--- config.mk ---
export PLATFORM = sky130hd
export DESIGN_NAME = pdu_signal_pack_unpack
export DESIGN_NICKNAME = d
export VERILOG_FILES = /design/src/hw/rtl/psp_pkg.sv /design/src/hw/rtl/psp_field.sv /design/src/hw/rtl/pdu_signal_pack_unpack.sv
export VERILOG_INCLUDE_DIRS = /design/src /design/src/hw/rtl
export SDC_FILE = /design/constraint.sdc
export NUM_CORES = 1
export LEC_CHECK = 0
export BUFFER_PORTS_ARGS = -buffer_cell sky130_fd_sc_hd__buf_2
export CAP_MARGIN = 20
export CELL_PAD_IN_SITES_DETAIL_PLACEMENT = 0
export CELL_PAD_IN_SITES_GLOBAL_PLACEMENT = 1
export CORE_ASPECT_RATIO = 1.75
export CORE_UTILIZATION = 45
export DETAILED_ROUTE_END_ITERATION = 8
export PLACE_DENSITY_LB_ADDON = 0.08
export REMOVE_ABC_BUFFERS = 1
export SLEW_MARGIN = 5
export SYNTH_ARGS = -nofsm -noshare
export SYNTH_HDL_FRONTEND = slang
export SYNTH_SLANG_ARGS = --single-unit
--- constraint.sdc ---
create_clock -name clock -period 5.1 [get_ports clock]
set_clock_uncertainty 0.2 [all_clocks]
set_input_delay 0.51 -clock clock [delete_from_list [all_inputs] [get_ports clock]]
set_output_delay 0.51 -clock clock [all_outputs]
set_load 0.005 [all_outputs]
--- src/hw/rtl/pdu_signal_pack_unpack_macros.svh ---
// ----------------------------------------------------------------------------
// PDU signal pack/unpack - assertion macros
// Shared concurrent assertion helpers; empty when SYNTHESIS is defined.
// ----------------------------------------------------------------------------
`ifndef PDU_SIGNAL_PACK_UNPACK_MACROS_SVH
`define PDU_SIGNAL_PACK_UNPACK_MACROS_SVH

`ifndef SYNTHESIS

// same-cycle implication, disabled during reset
`define PSP_ASSERT_NOW(label, clk, rst, ante, cons) \
   label: assert property (@(posedge clk) disable iff (rst) (ante) |-> (cons)) \
      else $error("pdu_signal_pack_unpack: same-cycle check failed");

// next-cycle implication, disabled during reset
`define PSP_ASSERT_NEXT(label, clk, rst, ante, cons) \
   label: assert property (@(posedge clk) disable iff (rst) (ante) |=> (cons)) \
      else $error("pdu_signal_pack_unpack: next-cycle check failed");

`else

`define PSP_ASSERT_NOW(label, clk, rst, ante, cons)
`define PSP_ASSERT_NEXT(label, clk, rst, ante, cons)

`endif

`endif

--- src/hw/rtl/psp_pkg.sv ---
// ----------------------------------------------------------------------------
// PDU signal pack/unpack - package
// Opcodes, widths and the per-transaction plan shared by decode and datapath.
// ----------------------------------------------------------------------------
package psp_pkg;

   localparam int PDU_BYTES_DEF = 8;
   localparam int BYTE_W        = 8;
   localparam int SIG_W         = 32;
   localparam int IDX_W         = 3;
   localparam int POS_W         = IDX_W + 3;
   localparam int MAX_SPAN      = 5;                 // bytes a 32-bit field can touch
   localparam int WIN_W         = MAX_SPAN * BYTE_W; // byte-aligned field window
   localparam int SPAN_W        = 3;

   typedef logic [1:0] opcode_type;

   localparam opcode_type OP_PUT_SIG  = 2'd0;
   localparam opcode_type OP_GET_SIG  = 2'd1;
   localparam opcode_type OP_WR_BYTE  = 2'd2;
   localparam opcode_type OP_RD_BYTE  = 2'd3;

   // Decoded transaction: which bytes to touch and how
   typedef struct packed {
      logic              err;       // bad position or length
      logic              wr;        // bytes are written back
      logic              get_sig;   // result carries the unpacked field
      logic              get_byte;  // result carries one raw byte
      logic [IDX_W-1:0]  start;     // first buffer byte
      logic [SPAN_W-1:0] nbytes;    // bytes touched, 1..MAX_SPAN
      logic [2:0]        sbit;      // field offset within the window
      logic [WIN_W-1:0]  win;       // write data aligned to the window
      logic [WIN_W-1:0]  mask;      // field bits within the window
   } plan_type;

endpackage

--- src/hw/rtl/psp_field.sv ---
// ----------------------------------------------------------------------------
// PDU signal pack/unpack - field decode
// Checks a request's position and length and builds the byte window plan.
// ----------------------------------------------------------------------------
module psp_field #(
   parameter int PDU_BYTES = psp_pkg::PDU_BYTES_DEF
) (
   input  psp_pkg::opcode_type           opcode,
   input  logic [psp_pkg::IDX_W-1:0]     start_byte,
   input  logic [2:0]                    start_bit,
   input  logic [psp_pkg::IDX_W-1:0]     end_byte,
   input  logic [2:0]                    end_bit,
   input  logic [psp_pkg::SIG_W-1:0]     signal_value,
   input  logic [psp_pkg::BYTE_W-1:0]    byte_value,
   output psp_pkg::plan_type             plan
);

   logic [psp_pkg::POS_W-1:0] p0;
   logic [psp_pkg::POS_W-1:0] p1;
   logic [psp_pkg::POS_W-1:0] diff;
   logic [psp_pkg::POS_W-1:0] len;
   logic                      sb_out;
   logic                      eb_out;
   logic                      sig_err;

   // linear bit positions and range checks
   assign p0      = {start_byte, start_bit};
   assign p1      = {end_byte, end_bit};
   assign diff    = p1 - p0;
   assign len     = diff + psp_pkg::POS_W'(1);
   assign sb_out  = 32'(start_byte) >= PDU_BYTES;
   assign eb_out  = 32'(end_byte) >= PDU_BYTES;
   assign sig_err = sb_out || eb_out || (p1 < p0) ||
                    (32'(diff) >= psp_pkg::SIG_W);

   // plan per opcode
   always_comb begin
      plan          = '0;
      plan.start    = start_byte;
      unique case (opcode)
         psp_pkg::OP_PUT_SIG, psp_pkg::OP_GET_SIG: begin
            plan.err     = sig_err;
            plan.wr      = (opcode == psp_pkg::OP_PUT_SIG) && !sig_err;
            plan.get_sig = (opcode == psp_pkg::OP_GET_SIG) && !sig_err;
            plan.nbytes  = psp_pkg::SPAN_W'(end_byte - start_byte) + psp_pkg::SPAN_W'(1);
            plan.sbit    = start_bit;
            plan.win     = psp_pkg::WIN_W'(signal_value) << start_bit;
            plan.mask    = ((psp_pkg::WIN_W'(1) << len) - psp_pkg::WIN_W'(1)) << start_bit;
         end
         psp_pkg::OP_WR_BYTE, psp_pkg::OP_RD_BYTE: begin
            plan.err      = sb_out;
            plan.wr       = (opcode == psp_pkg::OP_WR_BYTE) && !sb_out;
            plan.get_byte = (opcode == psp_pkg::OP_RD_BYTE) && !sb_out;
            plan.nbytes   = psp_pkg::SPAN_W'(1);
            plan.win      = psp_pkg::WIN_W'(byte_value);
            plan.mask     = psp_pkg::WIN_W'({psp_pkg::BYTE_W{1'b1}});
         end
         default: plan = '0;
      endcase
   end

endmodule

--- src/hw/rtl/pdu_signal_pack_unpack.sv ---
// ----------------------------------------------------------------------------
// PDU signal pack/unpack
// Byte buffer with bit-field put/get and raw byte load/unload.
//
//   channel  | ports                      | direction
//   ---------+----------------------------+----------
//   request  | req_valid/req_ready, req_* | in
//   response | rsp_valid/rsp_ready, rsp_* | out
//
// One transaction at a time. A field touching n bytes (1..5) makes n reads of
// the byte-wide buffer, one read per cycle, each byte merged and written back
// in the cycle its read data returns. Invalid requests skip the reads and
// respond with nothing touched.
// Synchronous reset clears the per-byte valid bits; unwritten bytes read zero.
// A stalled response admits one more request, which then waits and holds input off.
// ----------------------------------------------------------------------------
`include "pdu_signal_pack_unpack_macros.svh"

module pdu_signal_pack_unpack #(
   parameter int PDU_BYTES = psp_pkg::PDU_BYTES_DEF
) (
   input  logic                          clock,
   input  logic                          reset,
   input  logic                          req_valid,
   output logic                          req_ready,
   input  logic [1:0]                    req_opcode,
   input  logic [psp_pkg::IDX_W-1:0]     req_start_byte,
   input  logic [2:0]                    req_start_bit,
   input  logic [psp_pkg::IDX_W-1:0]     req_end_byte,
   input  logic [2:0]                    req_end_bit,
   input  logic [psp_pkg::SIG_W-1:0]     req_signal_value,
   input  logic [psp_pkg::BYTE_W-1:0]    req_byte_value,
   output logic                          rsp_valid,
   input  logic                          rsp_ready,
   output logic [psp_pkg::SIG_W-1:0]     rsp_signal_out,
   output logic [psp_pkg::BYTE_W-1:0]    rsp_byte_out,
   output logic                          rsp_status
);

   localparam int AW = (PDU_BYTES > 1) ? $clog2(PDU_BYTES) : 1;

   localparam logic [1:0] S_IDLE = 2'd0;
   localparam logic [1:0] S_RUN  = 2'd1;
   localparam logic [1:0] S_DONE = 2'd2;

   psp_pkg::plan_type plan_dec;
   psp_pkg::plan_type plan_ff;

   logic [1:0]                  state_ff, state_in;
   logic [psp_pkg::SPAN_W-1:0]  rd_cnt_ff, rd_cnt_in;
   logic                        rd_pend_ff;
   logic [psp_pkg::SPAN_W-1:0]  rd_rel_ff;
   logic [psp_pkg::WIN_W-1:0]   acc_ff;
   logic                        rsp_valid_ff;
   logic [psp_pkg::SIG_W-1:0]   rsp_sig_ff;
   logic [psp_pkg::BYTE_W-1:0]  rsp_byte_ff;
   logic                        rsp_status_ff;

   logic [psp_pkg::BYTE_W-1:0]  mem [PDU_BYTES];
   logic [PDU_BYTES-1:0]        vld_ff;
   logic [psp_pkg::BYTE_W-1:0]  mem_q_ff;
   logic                        vld_q_ff;

   logic                        req_fire;
   logic                        rd_issue;
   logic [AW-1:0]               rd_addr;
   logic [AW-1:0]               wr_addr;
   logic                        mem_we;
   logic [psp_pkg::BYTE_W-1:0]  old_byte;
   logic [psp_pkg::BYTE_W-1:0]  mask_byte;
   logic [psp_pkg::BYTE_W-1:0]  win_byte;
   logic [psp_pkg::BYTE_W-1:0]  new_byte;
   logic [5:0]                  lane;
   logic                        last_byte;
   logic                        out_free;

   // request decode
   psp_field #(
      .PDU_BYTES (PDU_BYTES)
   ) u_field (
      .opcode       (req_opcode),
      .start_byte   (req_start_byte),
      .start_bit    (req_start_bit),
      .end_byte     (req_end_byte),
      .end_bit      (req_end_bit),
      .signal_value (req_signal_value),
      .byte_value   (req_byte_value),
      .plan         (plan_dec)
   );

   assign req_ready = (state_ff == S_IDLE);
   assign req_fire  = req_valid && req_ready;

   // read issue and byte merge
   assign rd_issue  = (state_ff == S_RUN) && (rd_cnt_ff != plan_ff.nbytes);
   assign rd_addr   = AW'(plan_ff.start + psp_pkg::IDX_W'(rd_cnt_ff));
   assign wr_addr   = AW'(plan_ff.start + psp_pkg::IDX_W'(rd_rel_ff));
   assign lane      = {rd_rel_ff, 3'b000};
   assign old_byte  = vld_q_ff ? mem_q_ff : '0;
   assign mask_byte = plan_ff.mask[lane +: psp_pkg::BYTE_W];
   assign win_byte  = plan_ff.win[lane +: psp_pkg::BYTE_W];
   assign new_byte  = (old_byte & ~mask_byte) | (win_byte & mask_byte);
   assign mem_we    = rd_pend_ff && plan_ff.wr;
   assign last_byte = rd_pend_ff && (rd_rel_ff == plan_ff.nbytes - psp_pkg::SPAN_W'(1));
   assign out_free  = !rsp_valid_ff || rsp_ready;

   // buffer memory, one read and one write port
   always_ff @(posedge clock) begin
      if (mem_we) begin
         mem[wr_addr] <= new_byte;
      end
      if (rd_issue) begin
         mem_q_ff <= mem[rd_addr];
         vld_q_ff <= vld_ff[rd_addr];
      end
   end

   // per-byte written flags
   always_ff @(posedge clock) begin
      if (reset) begin
         vld_ff <= '0;
      end else if (mem_we) begin
         vld_ff[wr_addr] <= 1'b1;
      end
   end

   // sequencer next state
   always_comb begin
      state_in  = state_ff;
      rd_cnt_in = rd_cnt_ff;
      unique case (state_ff)
         S_IDLE: begin
            rd_cnt_in = '0;
            if (req_fire) begin
               state_in = plan_dec.err ? S_DONE : S_RUN;
            end
         end
         S_RUN: begin
            if (rd_issue) begin
               rd_cnt_in = rd_cnt_ff + psp_pkg::SPAN_W'(1);
            end
            if (last_byte) begin
               state_in = S_DONE;
            end
         end
         S_DONE: begin
            if (out_free) begin
               state_in = S_IDLE;
            end
         end
         default: state_in = S_IDLE;
      endcase
   end

   // control registers
   always_ff @(posedge clock) begin
      if (reset) begin
         state_ff   <= S_IDLE;
         rd_cnt_ff  <= '0;
         rd_pend_ff <= 1'b0;
      end else begin
         state_ff   <= state_in;
         rd_cnt_ff  <= rd_cnt_in;
         rd_pend_ff <= rd_issue;
      end
   end

   // transaction plan, read tag and gathered bytes
   always_ff @(posedge clock) begin
      if (req_fire) begin
         plan_ff <= plan_dec;
         acc_ff  <= '0;
      end else if (rd_pend_ff) begin
         acc_ff[lane +: psp_pkg::BYTE_W] <= old_byte & mask_byte;
      end
      if (rd_issue) begin
         rd_rel_ff <= rd_cnt_ff;
      end
   end

   // response register
   always_ff @(posedge clock) begin
      if (reset) begin
         rsp_valid_ff <= 1'b0;
      end else if ((state_ff == S_DONE) && out_free) begin
         rsp_valid_ff <= 1'b1;
      end else if (rsp_ready) begin
         rsp_valid_ff <= 1'b0;
      end
   end

   always_ff @(posedge clock) begin
      if ((state_ff == S_DONE) && out_free) begin
         rsp_sig_ff    <= plan_ff.get_sig ?
                          psp_pkg::SIG_W'(acc_ff >> plan_ff.sbit) : '0;
         rsp_byte_ff   <= plan_ff.get_byte ? acc_ff[psp_pkg::BYTE_W-1:0] : '0;
         rsp_status_ff <= plan_ff.err;
      end
   end

   assign rsp_valid      = rsp_valid_ff;
   assign rsp_signal_out = rsp_sig_ff;
   assign rsp_byte_out   = rsp_byte_ff;
   assign rsp_status     = rsp_status_ff;

   // checks
   `PSP_ASSERT_NOW(a_we_in_run, clock, reset, mem_we, state_ff == S_RUN)
   `PSP_ASSERT_NOW(a_rd_cnt_bound, clock, reset, state_ff == S_RUN, rd_cnt_ff <= plan_ff.nbytes)
   `PSP_ASSERT_NOW(a_err_no_touch, clock, reset, state_ff == S_RUN, !plan_ff.err)
   `PSP_ASSERT_NEXT(a_err_to_done, clock, reset, req_fire && plan_dec.err, state_ff == S_DONE)

endmodule

=== Word-level counts from Yosys, hierarchy flattened ===
Memories as Yosys holds them, arrays and structs flattened. A register that Yosys moved wholly into a read port is not among the register bits.
Index checks and enable logic that the tools add are counted.

* RAM bits: 64
* Register bits after elaboration: 193
* Word-level logic and storage cells: 101
* Output and inout bits: 43
* Memories: 1

* Add/sub/neg operators: 10
* Shifts and indexed selects: 8
* Reduce and logical (&&, ||, !) cells: 20
* Mux-type cells: 20
* Eq/ne operators: 11
* Magnitude comparators: 5
* Bitwise operators: 6

{| class="wikitable"
|+ Memory list
! memory !! depth !! width !! rd ports !! clocked after Yosys merged registers in !! write ports !! line !! source
|-
| mem || 8 || 8 || 1 || 1 || 1 || pdu_signal_pack_unpack.sv:59 || <nowiki>logic [psp_pkg::BYTE_W-1:0] mem [PDU_BYTES];</nowiki>
|}

{| class="wikitable"
|+ Operators by type and width
! cell !! number
|-
| 80-bit case mux with 2 select lines || 1
|-
| 40-bit by 7-bit variable part select with 8-bit output || 2
|-
| 40-bit bitwise mux || 1
|-
| 8-bit by 8-bit variable shift with 40-bit output (first input constant) || 1
|-
| 8-bit by 8-bit variable part select with 40-bit output || 1
|-
| 1-bit by 6-bit left shift with 40-bit output (first input constant) || 1
|-
| 32-bit by 3-bit left shift with 40-bit output || 1
|-
| 40-bit by 3-bit left shift with 40-bit output || 1
|-
| 40-bit by 3-bit >> shifter with 32-bit output || 1
|-
| 40-bit by 2-bit subtractor with 40-bit output (second input constant) || 1
|-
| 8-bit bitwise AND || 3
|-
| 8-bit OR || 2
|-
| 3-bit case mux with 2 select lines || 2
|-
| 1-bit logical AND || 8
|-
| 3-bit by 4-bit < comparator with 1-bit output (second input constant) || 2
|-
| 2-bit 2-to-1 mux || 4
|-
| 8-bit 2-to-1 mux || 1
|-
| 6-bit negation with 8-bit output || 1
|-
| 8-bit NOT || 1
|-
| 3-bit by 1-bit adder with 3-bit output (second input constant) || 2
|-
| 3-bit adder || 2
|-
| 6-bit by 1-bit adder with 6-bit output (second input constant) || 1
|-
| 2-bit equality test (second input constant) || 3
|-
| 6-bit greater-or-equal comparator (second input constant) || 1
|-
| 23 further kinds || 36
|}

=== Depth between registers and ports, before layout ===
Gate-level depths: netlist of run 1.

* Word-level depth: 9
* Mapped depth: 20
* Mapped depth without buffers: 15

=== Modules after synthesis ===
From an unflattened synthesis of run 1, not the netlist that was laid out.

* Cell total of the unflattened synthesis: 1416
* Area, all modules: 15653.8 µm²

{| class="wikitable"
|+ By module, submodules not included
! module !! cells an instance !! area each (µm²) !! times used
|-
| pdu_signal_pack_unpack || 755 || 11456.0 || 1
|-
| psp_field || 661 || 4197.8 || 1
|}

=== Worst setup path before layout of run 1 ===
OpenSTA, ideal clock, no wires.

* Path type: input to register
* From: in req_start_bit[1]
* To: reg plan_ff[39] in the netlist's numbering (data pin)
* Path slack: 0.208 ns
* Required time: 4.625 ns
* Arrival: 4.416 ns
* Path buffers: 7
* Stages on the path: 20
* Setup time: 0.275 ns
* Path through: buf_2 -> inv_1 -> buf_2 -> clkbuf_1 -> ha_1 -> and2b_1 -> o2111a_1 -> o211a_1 -> buf_4 -> buf_2 -> nor3_1 -> nand2_1 -> ha_1 -> clkbuf_1 -> clkbuf_1 -> o311ai_0 -> o41ai_2 -> o21a_1 -> o31ai_1 -> o32ai_1

* Longest elaborated chain between the ends: 6

{| class="wikitable"
|+ Ends and longest elaborated chain
! what !! line !! source
|-
| from (decl) || pdu_signal_pack_unpack.sv:28 || <nowiki>input logic [2:0] req_start_bit,</nowiki>
|-
| 6-bit subtractor || psp_field.sv:29 || <nowiki>assign diff = p1 - p0;</nowiki>
|-
| 6-bit by 1-bit adder with 6-bit output || psp_field.sv:30 || <nowiki>assign len = diff + psp_pkg::POS_W'(1);</nowiki>
|-
| 1-bit by 6-bit left shift with 40-bit output || psp_field.sv:48 || <nowiki>plan.mask = ((psp_pkg::WIN_W'(1) << len) - psp_pkg::WIN_W'(1)) << start_bit;</nowiki>
|-
| 40-bit by 2-bit subtractor with 40-bit output || psp_field.sv:48 ||
|-
| 40-bit by 3-bit left shift with 40-bit output * || psp_field.sv:48 ||
|-
| 80-bit case mux with 2 select lines * || psp_field.sv:40 || <nowiki>unique case (opcode)</nowiki>
|-
| to (signal assigned) || pdu_signal_pack_unpack.sv:171 || <nowiki>plan_ff <= plan_dec;</nowiki>
|-
| to (decl) || pdu_signal_pack_unpack.sv:47 || <nowiki>psp_pkg::plan_type plan_ff;</nowiki>
|}

Mark *: on every way between the ends. The rest lies on a longest branch, timed or not.
A chain may end at the register's enable or synchronous reset.

=== Worst setup path after layout of run 1 ===
* From: in req_start_byte[0] in the netlist's numbering
* To: reg plan_ff[11] in the netlist's numbering (data pin)

* Longest elaborated chain between the ends: 6

{| class="wikitable"
|+ Ends and longest elaborated chain
! what !! line !! source
|-
| from (decl) || pdu_signal_pack_unpack.sv:27 || <nowiki>input logic [psp_pkg::IDX_W-1:0] req_start_byte,</nowiki>
|-
| 6-bit subtractor || psp_field.sv:29 ||
|-
| 6-bit by 1-bit adder with 6-bit output || psp_field.sv:30 ||
|-
| 1-bit by 6-bit left shift with 40-bit output || psp_field.sv:48 ||
|-
| 40-bit by 2-bit subtractor with 40-bit output || psp_field.sv:48 ||
|-
| 40-bit by 3-bit left shift with 40-bit output || psp_field.sv:48 ||
|-
| 80-bit case mux with 2 select lines || psp_field.sv:40 ||
|}

No other way between the ends.

==> results of run 1 <==
==> through the flow <==
step / worst slack, ns / utilization [%] / instance area, µm² / hold WS (ns) / total power (µW)
global route: 0.239 / 51.6 / 17100 / 0.0453 / 6010
global placement: 0.606 / 48.9 / 16200 / 0.242 / 3930
detailed placement: 0.507 / 48.9 / 16200 / 0.256 / 3920
CTS: 0.552 / 51.5 / 17100 / 0.0125 / 5810
finish: 0.467 / 51.6 / 17100 / 0.0372 / 5780
floorplan: 0.0559 / - / 14800 / 0.200 / 3420
==> metal layers <==
metal | GRT usage (%) | part of all wire, %
met1 | 27.1 | 37
met2 | 49.8 | 56
met3 | 1.81 | 2.8
met4 | 12.1 | 4.6
met5 | 0 | 0
==> cell type report <==
| class | instances | area, µm² |
|---|---|---|
| Timing Repair Buffer | 146 | 871 |
| Multi-Input combinational cell | 963 | 7380 |
| Clock buffer | 34 | 706 |
| Sequential cell | 263 | 7360 |
| Inverter | 22 | 82.6 |
| Fill cell | 2986 | 16100 |
| Clock inverter | 12 | 128 |
| Tap cell | 450 | 563 |
==> sequential cells by signal (all words and copies together), names as in the netlist, 2 cells and up <==
name / cells
acc_ff: 39
rsp_signal_out: 32
mem_q_ff: 8
rd_rel_ff: 3
rsp_byte_out: 8
plan_ff: 92
state_ff: 2
rd_cnt_ff: 3
mem: 64
vld_ff: 8
==> cells by family (layout without fill, tap and decap cells) <==
| kind of cell | Yosys count | in the layout | synth area share (%) |
|---|---|---|---|
| flip-flops | 263 | 263 | 48.4 |
| multiplexers | 189 | 189 | 18.8 |
| AND/OR/NAND/NOR | 426 | 426 | 12.6 |
| adder cells (fa/ha/maj) | 19 | 19 | 1.76 |
| buffers and inverters | 124 | 214 | 3.24 |
| AO/OA/AOI/OAI | 305 | 305 | 13.7 |
| XOR/XNOR | 24 | 24 | 1.53 |
==> path summary, 6_finish.rpt <==
kind / endpoint / slack (ns)
max: plan_ff[11] / 0.47
max reg2reg: mem[3][5] / 1.60
min reg2reg: vld_ff[2] / 0.27
min: plan_ff[44] / 0.04
==> power breakdown <==
part | total [µW] | switching, µW | leakage (µW) | internal, µW
logic | 1330 | 855 | 0.00339 | 471
clock network | 1890 | 847 | 0.000411 | 1050
registers | 2560 | 65.8 | 0.00241 | 2500
total | 5780 | 1770 | 0.00621 | 4010
==> Yosys cell counts (15+ instances only) <==
library cell	count
ha_1	15
clkbuf_1	67
mux2i_1	97
mux4_2	75
inv_1	16
a21oi_1	66
nor3_1	20
mux2_2	16
nand2_1	153
nor2_1	141
a21boi_0	28
xnor2_1	15
edfxtp_1	209
nand3_1	21
and2_1	17
buf_1	19
and3_1	15
o21ai_0	55
o22ai_1	23
dfxtp_1	54
a211oi_1	29
==> repair_timing <==
action	in CTS	in global routing
hold buffers	3	0
endpoints found under the hold margin	3	0
setup endpoints to repair	0	0
==> critical path, cell delays in order <==
cell and delay (ns):
dlygate4sd3_1 0.53, buf_2 0.11, inv_1 0.04, ha_1 0.24
fa_1 0.49, a311o_1 0.39, o211a_1 0.24, nor3_1 0.31
nand2_1 0.10, ha_1 0.33, buf_4 0.25, a32oi_1 0.16
o21ai_0 0.17, a221oi_1 0.55, a21oi_1 0.13, a21boi_0 0.15
==> out/qor.csv, run 1 <==
stage,metric,value,unit
status,status,finished clean,
cts,clock-pin slew on the worst setup and hold paths,0.06,ns
cts,total CTS buffers,25,
yosys,Post-Syn Area,15200,µm²
worst_setup_path,worst-path fanout max,16,
yosys,Area contributors post-synth,"edfxtp_1 (41%), mux4_2 (11%), dfxtp_1 (7.1%)",
global_routing,initial antenna violation count,0,
worst_hold_path,worst hold path depth,3,
yosys,post-synth cell types,88,
routing,via count,11100,
floorplan,Rows,88,
worst_setup_path,crit path from,req_start_byte[0],
cells_and_area,most common library cell in the layout ignoring fill and taps,edfxtp_1,
cells_and_area,most frequent cells in the layout,"edfxtp_1 (209), nand2_1 (153), nor2_1 (141)",
power,worst vdd ir,0.000197,V
global_routing,largest net degree at the start of global routing,69,
yosys,"Warnings, synthesis",0,
floorplan,Initial Util,45.9,%
cts,CTS tree,done,
floorplan,core area,33100,µm²
sta,Slew Limit Fails,0,
sta,Fin Setup TNS,0,ns
global_routing,total track usage,25.4,%
yosys,Avg Inst Size Synth,11.3,µm²
sta,fmax,0.216,GHz
floorplan,die extent in x,141,µm
floorplan,Die Ht,245,µm
cts,number of setup buffers added after CTS,0,
place,placed insts,1840,
global_routing,first-pass GRT wire length,65900,µm
place,port bufs,100,
global_routing,grt ovf,0,
routing,number of vias per cell,5.85,
worst_setup_path,worst reg2reg path startpoint,rd_rel_ff[0],
yosys,"area leader, netlist",edfxtp_1,
sta,Tmin final,4.63,ns
yosys,Post-Syn Instances,1350,
worst_hold_path,worst hold path class,in -> reg,
routing,aggregate routed wire length,43100,µm
routing,drt wl/cell,22.8,µm
place,DP HPWL,32100,µm
yosys,"Async S/R FF share, synth",0,%
sta,period utilization,90.8,%
worst_setup_path,critical path data required time,5.16,ns
cells_and_area,area grow syn2layout,12.4,%
cells_and_area,share of cells above drive strength 1,21.4,%
cts,clock sinks,263,
worst_setup_path,critical path class,in -> reg,
yosys,top cell type's share of synthesized area,41.3,%
cts,post_cts resized,0,
cts,Root Buffer,clkbuf_16,
sta,Fin. Hold Viols,0,
worst_setup_path,Worst setup EP type,register,
sta,Setup-failing EPs final,0,
cells_and_area,Finished Layout Cells,1890,
routing,Residual DRC,0,
cts,worst skew pair latency,0.56,ns
worst_setup_path,Critical Path AT,4.70,ns
cells_and_area,nets,1498,
floorplan,die area,34600,µm²
sta,relative slew slack,28.7,%
worst_setup_path,Worst Setup Start Kind,primary input,
routing,drt pass-1 iters,5,
power,Power Dens Cells,338,nW/µm²
global_routing,vias in the first global route,11200,
cts,H-tree depth,1,
cells_and_area,diode count,0,
yosys,Synth Register Bits,263,
floorplan,number of I/O pins,101,
worst_setup_path,FF-to-FF path depth,6,
power,leakage,0.00621,µW
sta,RSZ-0062 raised after global routing,no,
flow_run,max_cap viols,0,
yosys,"EDFF count, synth",209,
cts,CTS max path bufs,3,
routing,Initial DRC Count,839,
worst_hold_path,HP Start,req_byte_value[4],
place,final estimated routing congestion in global placement,0.948,
sta,worst slew pin tran,1.07,ns
yosys,Most used DFF post-synth,edfxtp_1,
yosys,post-synthesis sequential area ratio,48.4,%
routing,Routed Antenna Nets,0,
Power figures use the tool's default switching activity.
==> run 2, diff against run 1 <==
Settings changed: REMOVE_ABC_BUFFERS 1 to default.
==> run 2 against run 1 <==
Non-clock buffer count up 4. First-iteration DRC count down 26%. Global-route usage down 0.52 points. Cell area down 0.44%. Wire length down 2.1%. Clock power down 9%. Fmax down 3.5%. Cell count about the same. Flip-flop and latch count unchanged. Die area unchanged. Hold slack better by 0.031 ns.
==> out/qor.csv, run 2 (synthesized netlist as in run 1, its figures left out) <==
stage,metric,value,unit,change
global_routing,grt ovf,0,,unchanged
routing,number of vias per cell,5.94,,+1.6%
worst_hold_path,worst hold path class,in -> reg,,
power,Power Dens Cells,329,nW/µm²,-2.7%
sta,Slew Limit Fails,0,,unchanged
routing,Initial DRC Count,618,,-26%
cts,clock-pin slew on the worst setup and hold paths,0.07,ns,about the same
routing,drt pass-1 iters,5,,unchanged
place,DP HPWL,31700,µm,-1.1%
yosys,Synthesized Nets,1427,,
global_routing,first-pass GRT wire length,65300,µm,-0.84%
floorplan,Rows,88,,unchanged
cts,worst skew pair latency,0.54,ns,-0.02 ns
power,"Power, Total",5600,µW,-3.2%
cts,clock sinks,263,,unchanged
global_routing,initial antenna violation count,1,,+1
routing,aggregate routed wire length,42200,µm,-2.1%
worst_setup_path,"slowest stage cell, crit path",fa_1,,
sta,worst slew pin tran,1.08,ns,+0.0149 ns
sta,RSZ-0062 raised after global routing,no,,
cells_and_area,nets,1500,,+0.13%
cts,Root Buffer,clkbuf_16,,
worst_setup_path,critical path class,in -> reg,,
cts,CTS tree,done,,
sta,fmax,0.208,GHz,-3.5%
power,worst vdd ir,0.000183,V,-7.2%
cells_and_area,share of cells above drive strength 1,20.8,%,-0.56 points
global_routing,vias in the first global route,11300,,+0.72%
floorplan,Die Ht,245,µm,unchanged
place,port bufs,100,,unchanged
worst_setup_path,worst-path fanout max,14,,-2
routing,drt wl/cell,22.3,µm,-2.2%
floorplan,core area,33100,µm²,unchanged
cts,CTS max path bufs,3,,unchanged
flow_run,max_cap viols,0,,unchanged
global_routing,largest net degree at the start of global routing,70,,+1.4%
sta,Fin Setup TNS,0,ns,unchanged
cells_and_area,most common library cell in the layout ignoring fill and taps,edfxtp_1,,
global_routing,total track usage,24.9,%,-0.52 points
worst_setup_path,r2r setup slk,1.66,ns,+0.06 ns
cells_and_area,area grow syn2layout,11.9,%,
worst_setup_path,Critical Path AT,4.84,ns,+0.14 ns
cells_and_area,max reg flops,92,,unchanged
worst_setup_path,critical path data required time,5.14,ns,-0.02 ns
worst_setup_path,crit-path cells,dlygate4sd3_1 > buf_2 > inv_1 > ha_1 > fa_1 > a311o_1 > o211a_1 > nor3_1 > buf_4 > nand2_1 > ha_1 > buf_4 > o31ai_2 > o21ai_0 > a221oi_1 > a21oi_1 > a21boi_0,,
worst_setup_path,crit-path max cell delay,0.54,ns,about the same
floorplan,die extent in x,141,µm,unchanged
worst_setup_path,Worst setup EP type,register,,
worst_setup_path,Worst Setup Start Kind,primary input,,
status,status,finished clean,,
sta,period utilization,94.1,%,+3.3 points
sta,Setup-failing EPs final,0,,unchanged
routing,Residual DRC,0,,unchanged
cells_and_area,Top reg by flops,plan_ff,,
place,final estimated routing congestion in global placement,0.997,,+5.1%
floorplan,Initial Util,45.9,%,unchanged
power,leakage,0.00616,µW,-0.75%
cells_and_area,Largest regs,"plan_ff: 92 flops, mem: 64 flops, acc_ff: 39 flops",,
floorplan,number of I/O pins,101,,unchanged
routing,via count,11200,,+1.6%
sta,Tmin final,4.80,ns,+0.166 ns
floorplan,die area,34600,µm²,unchanged
cts,total CTS buffers,23,,-8.0%
sta,relative slew slack,27.7,%,-0.96 points
cts,H-tree depth,1,,unchanged
sta,Fin. Hold Viols,0,,unchanged
cts,number of setup buffers added after CTS,0,,unchanged
cells_and_area,most frequent cells in the layout,"edfxtp_1 (209), nand2_1 (153), nor2_1 (141)",,
routing,Routed Antenna Nets,0,,unchanged
## run 2: changes by cell type in the layout (fill, tap and decap cells not counted), sizes merged, moves of 4 or more
cell	delta
clkbuf	-6
buf	+4
inv	-5
clkinv	+7
## run 2: worst max-delay path: cells and delay by family
kind	cells	cell delay (ns)
AOI/OAI and AO/OA	7	1.90
adders and majority gates	3	1.10
buffers and inverters	5	1.07
and+or+nand+nor	2	0.24
## run 2: layer usage
| layer | GRT usage (%) | share of wire (%) | vias up |
|---|---|---|---|
| met3 | 1.79 | 3.4 | 87 |
| met1 | 26.9 | 36 | 5502 |
| met4 | 11.9 | 4.4 | 0 |
| met5 | 0 | 0 | - |
| li1 | - | - | 5307 |
| met2 | 48.3 | 56 | 340 |
## run 2: cell type report
class                   instances  area (µm²)
flip-flops and latches        263        7360
clock inverters                14         125
diodes                          1        2.50
repair buffers                150         901
fillers                      3051       16100
multi-input cells             963        7390
inverters                      22        82.6
clock buffers                  28         594
well taps                     450         563
## run 2: final timing paths
kind | start | endpoint | cells after the start
min | req_byte_value[1] | plan_ff[41] | 3
max | req_start_byte[0] | plan_ff[11] | 17
min reg2reg | plan_ff[92] | rsp_status | 0
max reg2reg | rd_rel_ff[0] | acc_ff[38] | 9
## run 2: report_power, final
group          total (µW)  internal, µW  switching [µW]
Combinational        1320           474             844
Sequential           2560          2500            65.1
Clock                1720           936             783
## run 2: timing repair
action | CTS | global route
gates resized for setup | 0 | 0
hold buffers | 3 | 0
hold endpoints to repair | 3 | 0
## run 2: stage by stage
stage / instances / area [µm²] / hold WS (ns) / setup slack (ns) / utilization (%)
3_3_place_gp: 1844 / 16200 / 0.216 / 0.507 / 49.0
2_1_floorplan: 1350 / 15200 / 0.200 / 0.208 / -
6_report: 1891 / 17000 / 0.0679 / 0.301 / 51.3
4_1_cts: 1889 / 17000 / 0.0491 / 0.368 / 51.3
5_1_grt: 1890 / 17000 / 0.0713 / 0.153 / 51.3
3_5_place_dp: 1844 / 16200 / 0.207 / 0.360 / 49.0
